### src/hw/rtl/bdq_pkg.sv
// Shared types and constants for the bounded double-ended queue.
// Used by every module under hw/rtl; depends on nothing else.
`default_nettype none

package bdq_pkg;

  // Default geometry of the ring store
  localparam int unsigned DEPTH_DEF      = 16;
  localparam int unsigned DATA_WIDTH_DEF = 32;

  // Action codes carried by an input beat
  typedef enum logic [2:0] {
    ACT_PUSH_FRONT = 3'd0,
    ACT_PUSH_BACK  = 3'd1,
    ACT_POP_FRONT  = 3'd2,
    ACT_POP_BACK   = 3'd3,
    ACT_PEEK       = 3'd4
  } action_t;

  // Status codes carried by a result beat
  typedef enum logic [1:0] {
    ST_DONE      = 2'd0,
    ST_OVERFLOW  = 2'd1,
    ST_UNDERFLOW = 2'd2
  } status_t;

  // Per-beat flags handed from the control unit to the result stage
  typedef struct packed {
    status_t status;
    logic    empty;
  } meta_t;

endpackage : bdq_pkg

`default_nettype wire

### src/hw/rtl/bdq_ram.sv
// Ring store: one write port and two registered read ports with write bypass.
// Depends on bdq_pkg for default geometry; the top level sets the parameters.
`default_nettype none

module bdq_ram #(
  parameter int unsigned DEPTH      = bdq_pkg::DEPTH_DEF,
  parameter int unsigned DATA_WIDTH = bdq_pkg::DATA_WIDTH_DEF,
  localparam int unsigned IDX_W     = $clog2(DEPTH)
) (
  input  wire logic                  clk,
  input  wire logic                  wr_en,
  input  wire logic [IDX_W-1:0]      wr_addr,
  input  wire logic [DATA_WIDTH-1:0] wr_data,
  input  wire logic                  rd_en,
  input  wire logic [IDX_W-1:0]      rd_addr_front,
  input  wire logic [IDX_W-1:0]      rd_addr_back,
  output logic      [DATA_WIDTH-1:0] rd_front_r,
  output logic      [DATA_WIDTH-1:0] rd_back_r
);

  logic [DATA_WIDTH-1:0] mem_r [DEPTH];

  // Write the pushed entry
  always_ff @(posedge clk) begin
    if (wr_en) begin
      mem_r[wr_addr] <= wr_data;
    end
  end

  // Read both ends; take the entry written in the same cycle when addresses meet
  always_ff @(posedge clk) begin
    if (rd_en) begin
      if (wr_en && (wr_addr == rd_addr_front)) begin
        rd_front_r <= wr_data;
      end else begin
        rd_front_r <= mem_r[rd_addr_front];
      end
      if (wr_en && (wr_addr == rd_addr_back)) begin
        rd_back_r <= wr_data;
      end else begin
        rd_back_r <= mem_r[rd_addr_back];
      end
    end
  end

endmodule : bdq_ram

`default_nettype wire

### src/hw/rtl/bdq_ctrl.sv
// Head index and entry count of the ring, plus store addressing per action.
// Depends on bdq_pkg for action, status and flag types.
`default_nettype none

module bdq_ctrl #(
  parameter int unsigned DEPTH      = bdq_pkg::DEPTH_DEF,
  parameter int unsigned DATA_WIDTH = bdq_pkg::DATA_WIDTH_DEF,
  localparam int unsigned IDX_W     = $clog2(DEPTH),
  localparam int unsigned CNT_W     = $clog2(DEPTH + 1)
) (
  input  wire logic                  clk,
  input  wire logic                  rst_n,
  input  wire logic                  accept,
  input  wire logic [2:0]            action,
  input  wire logic [DATA_WIDTH-1:0] value,
  output logic                       wr_en,
  output logic      [IDX_W-1:0]      wr_addr,
  output logic      [DATA_WIDTH-1:0] wr_data,
  output logic      [IDX_W-1:0]      rd_addr_front,
  output logic      [IDX_W-1:0]      rd_addr_back,
  output logic      [CNT_W-1:0]      count_nxt,
  output bdq_pkg::meta_t             meta
);

  localparam logic [IDX_W-1:0] LAST_IDX  = IDX_W'(DEPTH - 1);
  localparam logic [IDX_W:0]   DEPTH_EXT = (IDX_W + 1)'(DEPTH);
  localparam logic [CNT_W-1:0] DEPTH_CNT = CNT_W'(DEPTH);

  logic [IDX_W-1:0] head_r;
  logic [IDX_W-1:0] head_nxt;
  logic [CNT_W-1:0] count_r;
  logic [IDX_W-1:0] back_off;
  logic             full;
  logic             empty_now;
  bdq_pkg::action_t act;

  // Add two ring positions, each below DEPTH, and fold back once
  function automatic logic [IDX_W-1:0] ring_add(input logic [IDX_W-1:0] a,
                                                input logic [IDX_W-1:0] b);
    logic [IDX_W:0] sum;
    sum = {1'b0, a} + {1'b0, b};
    if (sum >= DEPTH_EXT) begin
      sum = sum - DEPTH_EXT;
    end
    return sum[IDX_W-1:0];
  endfunction

  assign act       = bdq_pkg::action_t'(action);
  assign full      = (count_r == DEPTH_CNT);
  assign empty_now = (count_r == '0);
  assign wr_data   = value;

  // Decode the action into the new head, count and store write
  always_comb begin
    head_nxt    = head_r;
    count_nxt   = count_r;
    wr_en       = 1'b0;
    wr_addr     = head_r;
    meta.status = bdq_pkg::ST_DONE;
    unique case (act)
      bdq_pkg::ACT_PUSH_FRONT: begin
        if (full) begin
          meta.status = bdq_pkg::ST_OVERFLOW;
        end else begin
          head_nxt  = (head_r == '0) ? LAST_IDX : head_r - 1'b1;
          wr_en     = accept;
          wr_addr   = head_nxt;
          count_nxt = count_r + 1'b1;
        end
      end
      bdq_pkg::ACT_PUSH_BACK: begin
        if (full) begin
          meta.status = bdq_pkg::ST_OVERFLOW;
        end else begin
          wr_en     = accept;
          wr_addr   = ring_add(head_r, count_r[IDX_W-1:0]);
          count_nxt = count_r + 1'b1;
        end
      end
      bdq_pkg::ACT_POP_FRONT: begin
        if (empty_now) begin
          meta.status = bdq_pkg::ST_UNDERFLOW;
        end else begin
          head_nxt  = (head_r == LAST_IDX) ? '0 : head_r + 1'b1;
          count_nxt = count_r - 1'b1;
        end
      end
      bdq_pkg::ACT_POP_BACK: begin
        if (empty_now) begin
          meta.status = bdq_pkg::ST_UNDERFLOW;
        end else begin
          count_nxt = count_r - 1'b1;
        end
      end
      default: begin
        // peek and unused codes leave the queue alone
      end
    endcase
    meta.empty = (count_nxt == '0);
  end

  // Address both ends of the queue as it stands after the action
  always_comb begin
    if (count_nxt == '0) begin
      back_off = '0;
    end else begin
      back_off = IDX_W'(count_nxt - 1'b1);
    end
  end

  assign rd_addr_front = head_nxt;
  assign rd_addr_back  = ring_add(head_nxt, back_off);

  // Advance ring state on each accepted beat
  always_ff @(posedge clk) begin
    if (!rst_n) begin
      head_r  <= '0;
      count_r <= '0;
    end else if (accept) begin
      head_r  <= head_nxt;
      count_r <= count_nxt;
    end
  end

endmodule : bdq_ctrl

`default_nettype wire

### src/hw/rtl/bdq_out.sv
// Read stage and result register with the valid/ready flow control.
// Depends on bdq_pkg for the status and flag types.
`default_nettype none

module bdq_out #(
  parameter int unsigned DEPTH      = bdq_pkg::DEPTH_DEF,
  parameter int unsigned DATA_WIDTH = bdq_pkg::DATA_WIDTH_DEF,
  localparam int unsigned CNT_W     = $clog2(DEPTH + 1)
) (
  input  wire logic                  clk,
  input  wire logic                  rst_n,
  input  wire logic                  in_valid,
  output logic                       in_ready,
  input  wire logic [CNT_W-1:0]      count_nxt,
  input  wire bdq_pkg::meta_t        meta,
  input  wire logic [DATA_WIDTH-1:0] rd_front,
  input  wire logic [DATA_WIDTH-1:0] rd_back,
  output logic                       out_valid,
  input  wire logic                  out_ready,
  output logic      [DATA_WIDTH-1:0] out_front_value,
  output logic      [DATA_WIDTH-1:0] out_back_value,
  output logic      [CNT_W-1:0]      out_count,
  output logic                       out_empty_res,
  output logic      [1:0]            out_status
);

  logic           s1_valid_r;
  logic           s1_valid_nxt;
  bdq_pkg::meta_t s1_meta_r;
  logic [CNT_W-1:0] s1_count_r;
  logic           out_valid_r;
  logic           out_valid_nxt;
  logic           s1_adv;
  logic           accept;

  // Move the read stage on whenever the result register is free or drains
  assign s1_adv   = s1_valid_r && (!out_valid_r || out_ready);
  assign in_ready = !s1_valid_r || s1_adv;
  assign accept   = in_valid && in_ready;

  assign s1_valid_nxt  = accept || (s1_valid_r && !s1_adv);
  assign out_valid_nxt = s1_adv || (out_valid_r && !out_ready);

  always_ff @(posedge clk) begin
    if (!rst_n) begin
      s1_valid_r  <= 1'b0;
      out_valid_r <= 1'b0;
    end else begin
      s1_valid_r  <= s1_valid_nxt;
      out_valid_r <= out_valid_nxt;
    end
  end

  // Hold the beat's flags alongside the store read
  always_ff @(posedge clk) begin
    if (accept) begin
      s1_meta_r  <= meta;
      s1_count_r <= count_nxt;
    end
  end

  // Load the result register; an empty queue shows zero at both ends
  always_ff @(posedge clk) begin
    if (s1_adv) begin
      out_front_value <= s1_meta_r.empty ? '0 : rd_front;
      out_back_value  <= s1_meta_r.empty ? '0 : rd_back;
      out_count       <= s1_count_r;
      out_empty_res   <= s1_meta_r.empty;
      out_status      <= s1_meta_r.status;
    end
  end

  assign out_valid = out_valid_r;

endmodule : bdq_out

`default_nettype wire

### src/hw/rtl/bounded_deque.sv
// Top level of the bounded double-ended queue: control, ring store, result stage.
// Depends on bdq_pkg, bdq_ctrl, bdq_ram and bdq_out.
//
//   channel | direction | handshake            | payload
//   in_     | input     | in_valid / in_ready   | in_action, in_value
//   out_    | output    | out_valid / out_ready | front/back value, count, empty, status
//
// One beat per cycle sustained while the output is not stalled; the store read
// registers as the input beat is taken, the result register loads when the read
// stage moves on, and a result can be taken once it sits in the result register.
// Reset (synchronous, rst_n low) clears head index, count and valid flags; the
// store is not cleared, since only written entries ever reach the result.
// A stalled output holds the result register and the read stage; input is
// taken while the read stage is empty or moving on.
`default_nettype none

module bounded_deque #(
  parameter int unsigned DEPTH      = bdq_pkg::DEPTH_DEF,
  parameter int unsigned DATA_WIDTH = bdq_pkg::DATA_WIDTH_DEF,
  localparam int unsigned IDX_W     = $clog2(DEPTH),
  localparam int unsigned CNT_W     = $clog2(DEPTH + 1)
) (
  input  wire logic                  clk,
  input  wire logic                  rst_n,
  input  wire logic                  in_valid,
  output logic                       in_ready,
  input  wire logic [2:0]            in_action,
  input  wire logic [DATA_WIDTH-1:0] in_value,
  output logic                       out_valid,
  input  wire logic                  out_ready,
  output logic      [DATA_WIDTH-1:0] out_front_value,
  output logic      [DATA_WIDTH-1:0] out_back_value,
  output logic      [CNT_W-1:0]      out_count,
  output logic                       out_empty_res,
  output logic      [1:0]            out_status
);

  logic                  accept;
  logic                  wr_en;
  logic [IDX_W-1:0]      wr_addr;
  logic [DATA_WIDTH-1:0] wr_data;
  logic [IDX_W-1:0]      rd_addr_front;
  logic [IDX_W-1:0]      rd_addr_back;
  logic [DATA_WIDTH-1:0] rd_front;
  logic [DATA_WIDTH-1:0] rd_back;
  logic [CNT_W-1:0]      count_nxt;
  bdq_pkg::meta_t        meta;

  assign accept = in_valid && in_ready;

  bdq_ctrl #(
    .DEPTH      (DEPTH),
    .DATA_WIDTH (DATA_WIDTH)
  ) u_ctrl (
    .clk           (clk),
    .rst_n         (rst_n),
    .accept        (accept),
    .action        (in_action),
    .value         (in_value),
    .wr_en         (wr_en),
    .wr_addr       (wr_addr),
    .wr_data       (wr_data),
    .rd_addr_front (rd_addr_front),
    .rd_addr_back  (rd_addr_back),
    .count_nxt     (count_nxt),
    .meta          (meta)
  );

  bdq_ram #(
    .DEPTH      (DEPTH),
    .DATA_WIDTH (DATA_WIDTH)
  ) u_ram (
    .clk           (clk),
    .wr_en         (wr_en),
    .wr_addr       (wr_addr),
    .wr_data       (wr_data),
    .rd_en         (accept),
    .rd_addr_front (rd_addr_front),
    .rd_addr_back  (rd_addr_back),
    .rd_front_r    (rd_front),
    .rd_back_r     (rd_back)
  );

  bdq_out #(
    .DEPTH      (DEPTH),
    .DATA_WIDTH (DATA_WIDTH)
  ) u_out (
    .clk             (clk),
    .rst_n           (rst_n),
    .in_valid        (in_valid),
    .in_ready        (in_ready),
    .count_nxt       (count_nxt),
    .meta            (meta),
    .rd_front        (rd_front),
    .rd_back         (rd_back),
    .out_valid       (out_valid),
    .out_ready       (out_ready),
    .out_front_value (out_front_value),
    .out_back_value  (out_back_value),
    .out_count       (out_count),
    .out_empty_res   (out_empty_res),
    .out_status      (out_status)
  );

  // Count never passes capacity and the empty flag tracks it
  a_count_bound: assert property (@(posedge clk) disable iff (!rst_n)
    out_valid |-> (out_count <= CNT_W'(DEPTH)) && (out_empty_res == (out_count == '0)))
    else $error("result count out of range or empty flag mismatch");

  // An overflow beat reports a full queue
  a_overflow_full: assert property (@(posedge clk) disable iff (!rst_n)
    (out_valid && (out_status == bdq_pkg::ST_OVERFLOW)) |-> (out_count == CNT_W'(DEPTH)))
    else $error("overflow reported while queue not full");

  // An underflow beat reports an empty queue with zero at both ends
  a_underflow_empty: assert property (@(posedge clk) disable iff (!rst_n)
    (out_valid && (out_status == bdq_pkg::ST_UNDERFLOW))
      |-> out_empty_res && (out_front_value == '0) && (out_back_value == '0))
    else $error("underflow reported while queue holds entries");

  // A single-entry queue shows the same entry at both ends
  a_single_entry: assert property (@(posedge clk) disable iff (!rst_n)
    (out_valid && (out_count == CNT_W'(1))) |-> (out_front_value == out_back_value))
    else $error("front and back differ with one entry held");

endmodule : bounded_deque

`default_nettype wire

### config.mk
export PLATFORM = sky130hd
export DESIGN_NAME = bounded_deque
export DESIGN_NICKNAME = d
export VERILOG_FILES = /design/src/hw/rtl/bdq_pkg.sv /design/src/hw/rtl/bdq_ram.sv /design/src/hw/rtl/bdq_ctrl.sv /design/src/hw/rtl/bdq_out.sv /design/src/hw/rtl/bounded_deque.sv
export SDC_FILE = /design/constraint.sdc
export NUM_CORES = 1
export LEC_CHECK = 0
export ABC_AREA = 0
export BUFFER_PORTS_ARGS = -buffer_cell sky130_fd_sc_hd__buf_2
export CORE_MARGIN = 5
export CORE_UTILIZATION = 60
export DETAILED_ROUTE_END_ITERATION = 7
export GPL_ROUTABILITY_DRIVEN = 1
export HOLD_SLACK_MARGIN = 0.15
export PLACE_DENSITY = 0.78
export SYNTH_ARGS = -nofsm -noshare
export SYNTH_HDL_FRONTEND = slang
export SYNTH_HIERARCHICAL = 1
export SYNTH_SLANG_ARGS = --single-unit
### constraint.sdc
create_clock -name clk -period 13.2 [get_ports clk]
set_input_delay 0.66 -clock clk [delete_from_list [all_inputs] [get_ports clk]]
set_output_delay 0.66 -clock clk [all_outputs]
set_load 0.01 [all_outputs]
# [Word-level counts from Yosys, hierarchy flattened]
# Memories as Yosys holds them, arrays and structs flattened. A register that Yosys moved wholly into a read port is not among the register bits.
# Cells that the tools add are included.
[op_classes] eq_ne=5 addsub=9 n_reduce_logical=18 order_cmp=2 mux=20
[ops] cell="2-to-1 mux 4 bit" count=8
[ops] cell="case mux 4 bit (2 select lines)" count=2
[ops] cell="subtractor 4 x 1 -> 4 bit (second input constant)" count=4
[ops] cell="adder 4 x 4 -> 5 bit" count=2
[ops] cell=">= comparator 5 bit (second input constant)" count=2
[ops] cell="logical NOT 5 bit" count=2
[ops] cell="2-to-1 mux 5 bit" count=2
[ops] cell="case mux 5 bit (2 select lines)" count=1
[ops] cell="== test 3 x 2 -> 1 bit (second input constant)" count=2
[ops] cell="adder 5 x 1 -> 5 bit (second input constant)" count=1
[ops] cell="== test 5 bit (second input constant)" count=1
[ops] cell="2-to-1 mux 1 bit" count=5
[ops] cell="subtractor 5 x 1 -> 5 bit (second input constant)" count=1
[ops] cell="adder 4 x 1 -> 4 bit (second input constant)" count=1
[ops] cell="== test 4 bit (second input constant)" count=1
[ops] cell="logical AND 1 bit" count=4
[ops] cell="logical NOT 1 bit" count=4
[ops] cell="logical NOT 4 bit" count=1
[ops] cell="logical OR 1 bit" count=4
[ops] cell="case mux 2 bit (2 select lines)" count=1
[ops] cell="OR reduction 2 bit" count=2
[ops] cell="== test 3 x 1 -> 1 bit (second input constant)" count=1
[ops] cell="logical NOT 3 bit" count=1
[ops] cell="2-to-1 mux 2 bit" count=1
[word_totals] mem_bits_rw=512 input_bits=39 output_inout_bits=74 mem_count=1 ff_bits=91
[memory_table] name="u_ram.mem_r" depth=16 width=32 read_ports=2 rd_clocked_by_memory_dff=2 wr=1 line="bdq_ram.sv:21" source="logic [DATA_WIDTH-1:0] mem_r [DEPTH];"

# [Logic depth before layout (Yosys ltp)]
[logic_depth] word_depth=9 depth_mapped=21

# [Cells and area by module]
# Netlist, hierarchy kept.
[modules_own_cells] module="bdq_ram" instances=1 cells_each=1220 area_per_inst_um2=25650.9 seq_area_each_um2=17296.6
[modules_own_cells] module="bdq_out" instances=1 cells_each=160 area_per_inst_um2=3123.0 seq_area_each_um2=2442.3
[modules_own_cells] module="bdq_ctrl" instances=1 cells_each=204 area_per_inst_um2=1554.0 seq_area_each_um2=180.2
[modules_own_cells] module="bounded_deque" instances=1 cells_each=1 area_per_inst_um2=6.3 seq_area_each_um2=0.0

# [Worst setup path after synthesis]
# Ideal clock, no wire load.
[synth_path] kind="input to register" startpoint="input port out_ready" endpoint="memory u_ram/mem_r[0][0] (netlist name), enable pin" arrival_ps=5790 t_required_ps=12739 cell_stages=6 setup_slack_ps=6949 setup_ps=461 cell_sequence="nand3b_1 > and2_1 > inv_1 > nor2_1 > or3b_2 > nor3_1"
[synth_between] elab_chain_len=8
[synth_lines] item="from (decl)" line="bounded_deque.sv:30" source="input wire logic out_ready,"
[synth_lines] item="logical OR 1 bit" line="bdq_out.sv:37" source="assign s1_adv = s1_valid_r && (!out_valid_r || out_ready);"
[synth_lines] item="logical AND 1 bit" line="bdq_out.sv:37"
[synth_lines] item="logical OR 1 bit" line="bdq_out.sv:38" source="assign in_ready = !s1_valid_r || s1_adv;"
[synth_lines] item="logical AND 1 bit" line="bounded_deque.sv:49" source="assign accept = in_valid && in_ready;"
[synth_lines] item="via accept" line="bounded_deque.sv:38" source="logic accept;"
[synth_lines] item="2-to-1 mux 1 bit" line="bdq_ctrl.sv:62, bdq_ctrl.sv:72"
[synth_lines] item="2-to-1 mux 1 bit"
[synth_lines] item="via wr_en" line="bounded_deque.sv:39" source="logic wr_en;"
[synth_lines] item="2-to-1 mux 1 bit" line="bdq_ram.sv:25" source="if (wr_en) begin"
[synth_lines] item="2-to-1 mux 1 bit (implied by the code)" line="bdq_ram.sv:26" source="mem_r[wr_addr] <= wr_data;"
[synth_lines] item="to (decl)" line="bdq_ram.sv:21"
# The timed path passes the listed nets, and every way through them passes these cells.

==> flow_summary.json <==
{
  "power_frac_comb": 0.287,
  "synth-seq-area-share": 0.657,
  "globalplace.congestion": 0.889,
  "netlist-cell-type-count": 61,
  "maxSlewHeadroom": 0.268,
  "share_of_the_synthesized_area_in_compound_gates_ao_oa_aoi_oai": 0.0419,
  "cp_max_fo": 63,
  "ys_seq_elements": 667,
  "globalRoute.busiestLayer": "met2",
  "timing.critical_path.to_type": "flop",
  "post_detailed_placement_half_perimeter_wirelength_um": 38000,
  "worstSetupStartpointType": "flop",
  "clock_tree.root_cell": "sky130_fd_sc_hd__clkbuf_16",
  "worst-path-buf-inv": 3,
  "floorplan.rows": 82,
  "core-area_um2": 50100,
  "pre_cts_ws_ns": 6.68,
  "fillCellCount": 3204,
  "met3_usage": 0.0569,
  "cellInternalPower_mw": 4.36,
  "num_io_pins": 113,
  "flow.area_growth_from_synthesis_pct": 10.7,
  "drt.antenna.violating_nets": 0,
  "async_reset_ff_frac": 0,
  "totalWireLength_um": 73500,
  "layout_common_cells": "sky130_fd_sc_hd__edfxtp_1, sky130_fd_sc_hd__mux4_2, sky130_fd_sc_hd__a22oi_1, sky130_fd_sc_hd__buf_2, sky130_fd_sc_hd__nand2_1",
  "post_cts_setup_buffers": 0,
  "grt_use_met1": 0.340,
  "critical_path.slowest_cell": "sky130_fd_sc_hd__fa_4",
  "criticalPathCategory": "flop to flop",
  "largest_net_degree_at_the_start_of_global_routing": 104,
  "setup_viol": 0,
  "worst_skew_pair.late_latency_ns": 0.60,
  "gr-usage-all-layers": 0.264,
  "detail_route.vias_per_cell": 6.94,
  "synth_xor_area_frac": 0.00549,
  "tightest_slew_ns": 1.10,
  "post_synth_fa_ha_maj_area_fraction": 0.00627,
  "synth_top_family_by_area": "multiplexers",
  "max-cap-violations": 0,
  "worst_clock_skew_ns": 0.0255,
  "grt_first_pass_wirelength_um": 109000,
  "synth_top_area_frac": 0.649,
  "dr.first_iter.drc_count": 1994,
  "gr-total-overflow": 0,
  "timing.final.max_slew_violations": 0,
  "first_pass_iteration_count_of_the_detailed_router": 5,
  "tritoncts_num_sinks": 667,
  "timing.hold.worst.class": "input pin to flop",
  "cp.required_ns": 13.53,
  "critical_path.max_stage_delay_ns": 1.43,
  "rsz0062_at_grt": "no",
  "max-clock-path-buffers": 3,
  "avgSynthCellArea_um2": 19.1,
  "post_cts_resize_count": 0,
  "clock_power_share": 0.297,
  "detailroute.via_count": 16600,
  "synth_area_um2": 30300,
  "swShare": 0.287,
  "number_of_antenna_violations_at_the_first_check_in_global_routing": 4,
  "layout_min_cycle_time_ns": 6.69,
  "grtUsageMet2": 0.453,
  "worst_ir_drop_vdd_v": 0.000130,
  "post-route-worst-setup-slack_ns": 6.51,
  "initial_utilization": 0.606,
  "dominantRegCellSynth": "sky130_fd_sc_hd__edfxtp_1",
  "post_route_cells_drive_above_1_share": 0.390,
  "status": "finished, final reports clean",
  "critical_path.cell_chain": "inv_1 -> ha_1 -> nor4b_2 -> nor3_1 -> a2111oi_0 -> or2_2 -> inv_1 -> nor3_2 -> nor2_1 -> ha_4 -> fa_4 -> xnor2_1 -> nand2_1 -> nor4_4 -> buf_4 -> mux2_2",
  "worstPathArrival_ns": 7.02,
  "die_area_um2": 55200,
  "max_clock_freq_mhz": 150,
  "cts.clk_slew.worst_paths_ns": 0.06,
  "synth-simple-area-share": 0.0441,
  "p_sw_mw": 1.76,
  "power_per_cell_area_nw_per_um2": 182,
  "static-leakage-power_nw": 10.9,
  "hold_viol_final": 0,
  "detail_route.wl_per_cell_um": 30.7,
  "most_common_library_cell_in_the_layout_ignoring_fill_and_taps": "sky130_fd_sc_hd__edfxtp_1",
  "tritoncts": "built",
  "critical_path_s_top_delay_family": "simple AND/OR/NAND/NOR gates",
  "postSynthCellCount": 1585,
  "die_h_um": 235,
  "number_of_enable_flip_flop_cells_after_synthesis": 656,
  "final.period_utilization": 0.507,
  "timing.setup.tns_ns": 0,
  "synth_fp_nets": 1638,
  "die-width_um": 235,
  "final_nets": 1718,
  "synth.yosys.warnings": 6,
  "sequentialPowerShare": 0.415,
  "cts-htree-levels": 3,
  "drcViolationCount": 0,
  "synth.top_cells.by_area": "sky130_fd_sc_hd__edfxtp_1, sky130_fd_sc_hd__mux4_2, sky130_fd_sc_hd__a22oi_1, sky130_fd_sc_hd__mux2_2, sky130_fd_sc_hd__nor2b_2",
  "yosysTopAreaCell": "sky130_fd_sc_hd__edfxtp_1",
  "placement.io_buffers": 112,
  "number_of_global_route_vias_before_repair": 17100,
  "synth_mux_area_frac": 0.218,
  "cts_hold_buffers": 0,
  "numCtsBuffers": 69,
  "critPathMostFrequentCell": "sky130_fd_sc_hd__inv_1"
}
layer usage:
| metal | up-vias | wire (µm) |
|---|---|---|
| met5 | - | 36 |
| met4 | 6 | 2740 |
| met3 | 195 | 7650 |
| met2 | 1049 | 37600 |
| met1 | 8597 | 25400 |
| li1 | 6751 | - |
cells in the mapped netlist (2+ instances only):
cell type	number
sky130_fd_sc_hd__xnor2_1	9
sky130_fd_sc_hd__nor3_1	13
sky130_fd_sc_hd__o221ai_1	2
sky130_fd_sc_hd__dfxtp_1	11
sky130_fd_sc_hd__a31oi_1	2
sky130_fd_sc_hd__fa_1	2
sky130_fd_sc_hd__ha_1	12
sky130_fd_sc_hd__a211oi_1	6
sky130_fd_sc_hd__nor3b_1	2
sky130_fd_sc_hd__mux2_2	65
sky130_fd_sc_hd__nand2_1	72
sky130_fd_sc_hd__a32o_1	2
sky130_fd_sc_hd__nor4_1	2
sky130_fd_sc_hd__inv_1	15
sky130_fd_sc_hd__nor3_2	2
sky130_fd_sc_hd__buf_2	39
sky130_fd_sc_hd__buf_4	32
sky130_fd_sc_hd__or3b_2	3
sky130_fd_sc_hd__buf_1	5
sky130_fd_sc_hd__a21o_1	2
sky130_fd_sc_hd__buf_6	7
sky130_fd_sc_hd__nor4_2	2
sky130_fd_sc_hd__buf_8	2
sky130_fd_sc_hd__a22oi_1	124
sky130_fd_sc_hd__nor2b_2	60
sky130_fd_sc_hd__nand2b_1	4
sky130_fd_sc_hd__o21ai_0	13
sky130_fd_sc_hd__nand3b_1	4
sky130_fd_sc_hd__nor2_1	31
sky130_fd_sc_hd__xor2_1	10
sky130_fd_sc_hd__nor2b_1	12
sky130_fd_sc_hd__edfxtp_1	656
sky130_fd_sc_hd__nand3_1	8
sky130_fd_sc_hd__and2_0	2
sky130_fd_sc_hd__mux2i_1	6
sky130_fd_sc_hd__mux4_2	258
sky130_fd_sc_hd__a21oi_1	7
sky130_fd_sc_hd__clkbuf_1	58
sequential cells by signal (all words and copies together) (netlist names), 5 cells and up:
register,flops
u_out/out_count,5
u_ram/mem_r,512
u_out/out_front_value,32
u_out/s1_count_r,5
u_out/out_back_value,32
u_ctrl/count_r,5
u_ram/rd_front_r,32
u_ram/rd_back_r,32
area by class of cell:
| type | count | area (µm²) | share of cell area |
|---|---|---|---|
| Inverter | 16 | 61.3 | 0.00183 |
| Antenna cell | 1 | 2.50 | 0.0000745 |
| Clock inverter | 34 | 243 | 0.00723 |
| Multi-Input combinational cell | 758 | 9800 | 0.292 |
| Sequential cell | 667 | 19900 | 0.593 |
| Tap cell | 672 | 841 | 0.0250 |
| Clock buffer | 89 | 1840 | 0.0549 |
| Timing Repair Buffer | 153 | 881 | 0.0262 |
through the flow:
step,hold WS (ns),cells,cell area [µm²],utilization,total power [mW]
floorplan,0.400,1585,30300,-,3.88
global placement,0.405,2266,31500,0.629,4.30
detailed placement,0.408,2266,31500,0.629,4.32
CTS,0.339,2389,33600,0.671,6.14
global route,0.374,2389,33600,0.671,6.36
finish,0.371,2390,33600,0.671,6.12
power groups by stage:
stage	logic [mW]	registers, mW	clock network, mW
after floorplan	1.30	2.58	0
after global placement	1.71	2.58	0
after detailed placement	1.74	2.58	0
after CTS	1.76	2.54	1.84
after global routing	1.87	2.55	1.94
final	1.76	2.54	1.82
final timing paths:
path / startpoint / endpoint / slack, ns / cells after the start
setup / recovery: u_ctrl/count_r[1] / u_ram/rd_back_r[7] / 6.51 / 16
setup reg to reg: u_ctrl/count_r[1] / u_ram/rd_back_r[7] / 6.51 / 16
hold / removal: rst_n / u_out/out_valid / 0.37 / 2
hold reg to reg: u_out/s1_meta_r[2] / u_out/out_status[1] / 0.41 / 0
cells by family after synthesis:
family | Yosys count
flops | 667
mux | 329
simple gates | 225
compound gates | 171
buf+inv | 160
xor+xnor | 19
fa+ha+maj | 14
Note: power is estimated with default switching activity, not from simulation.
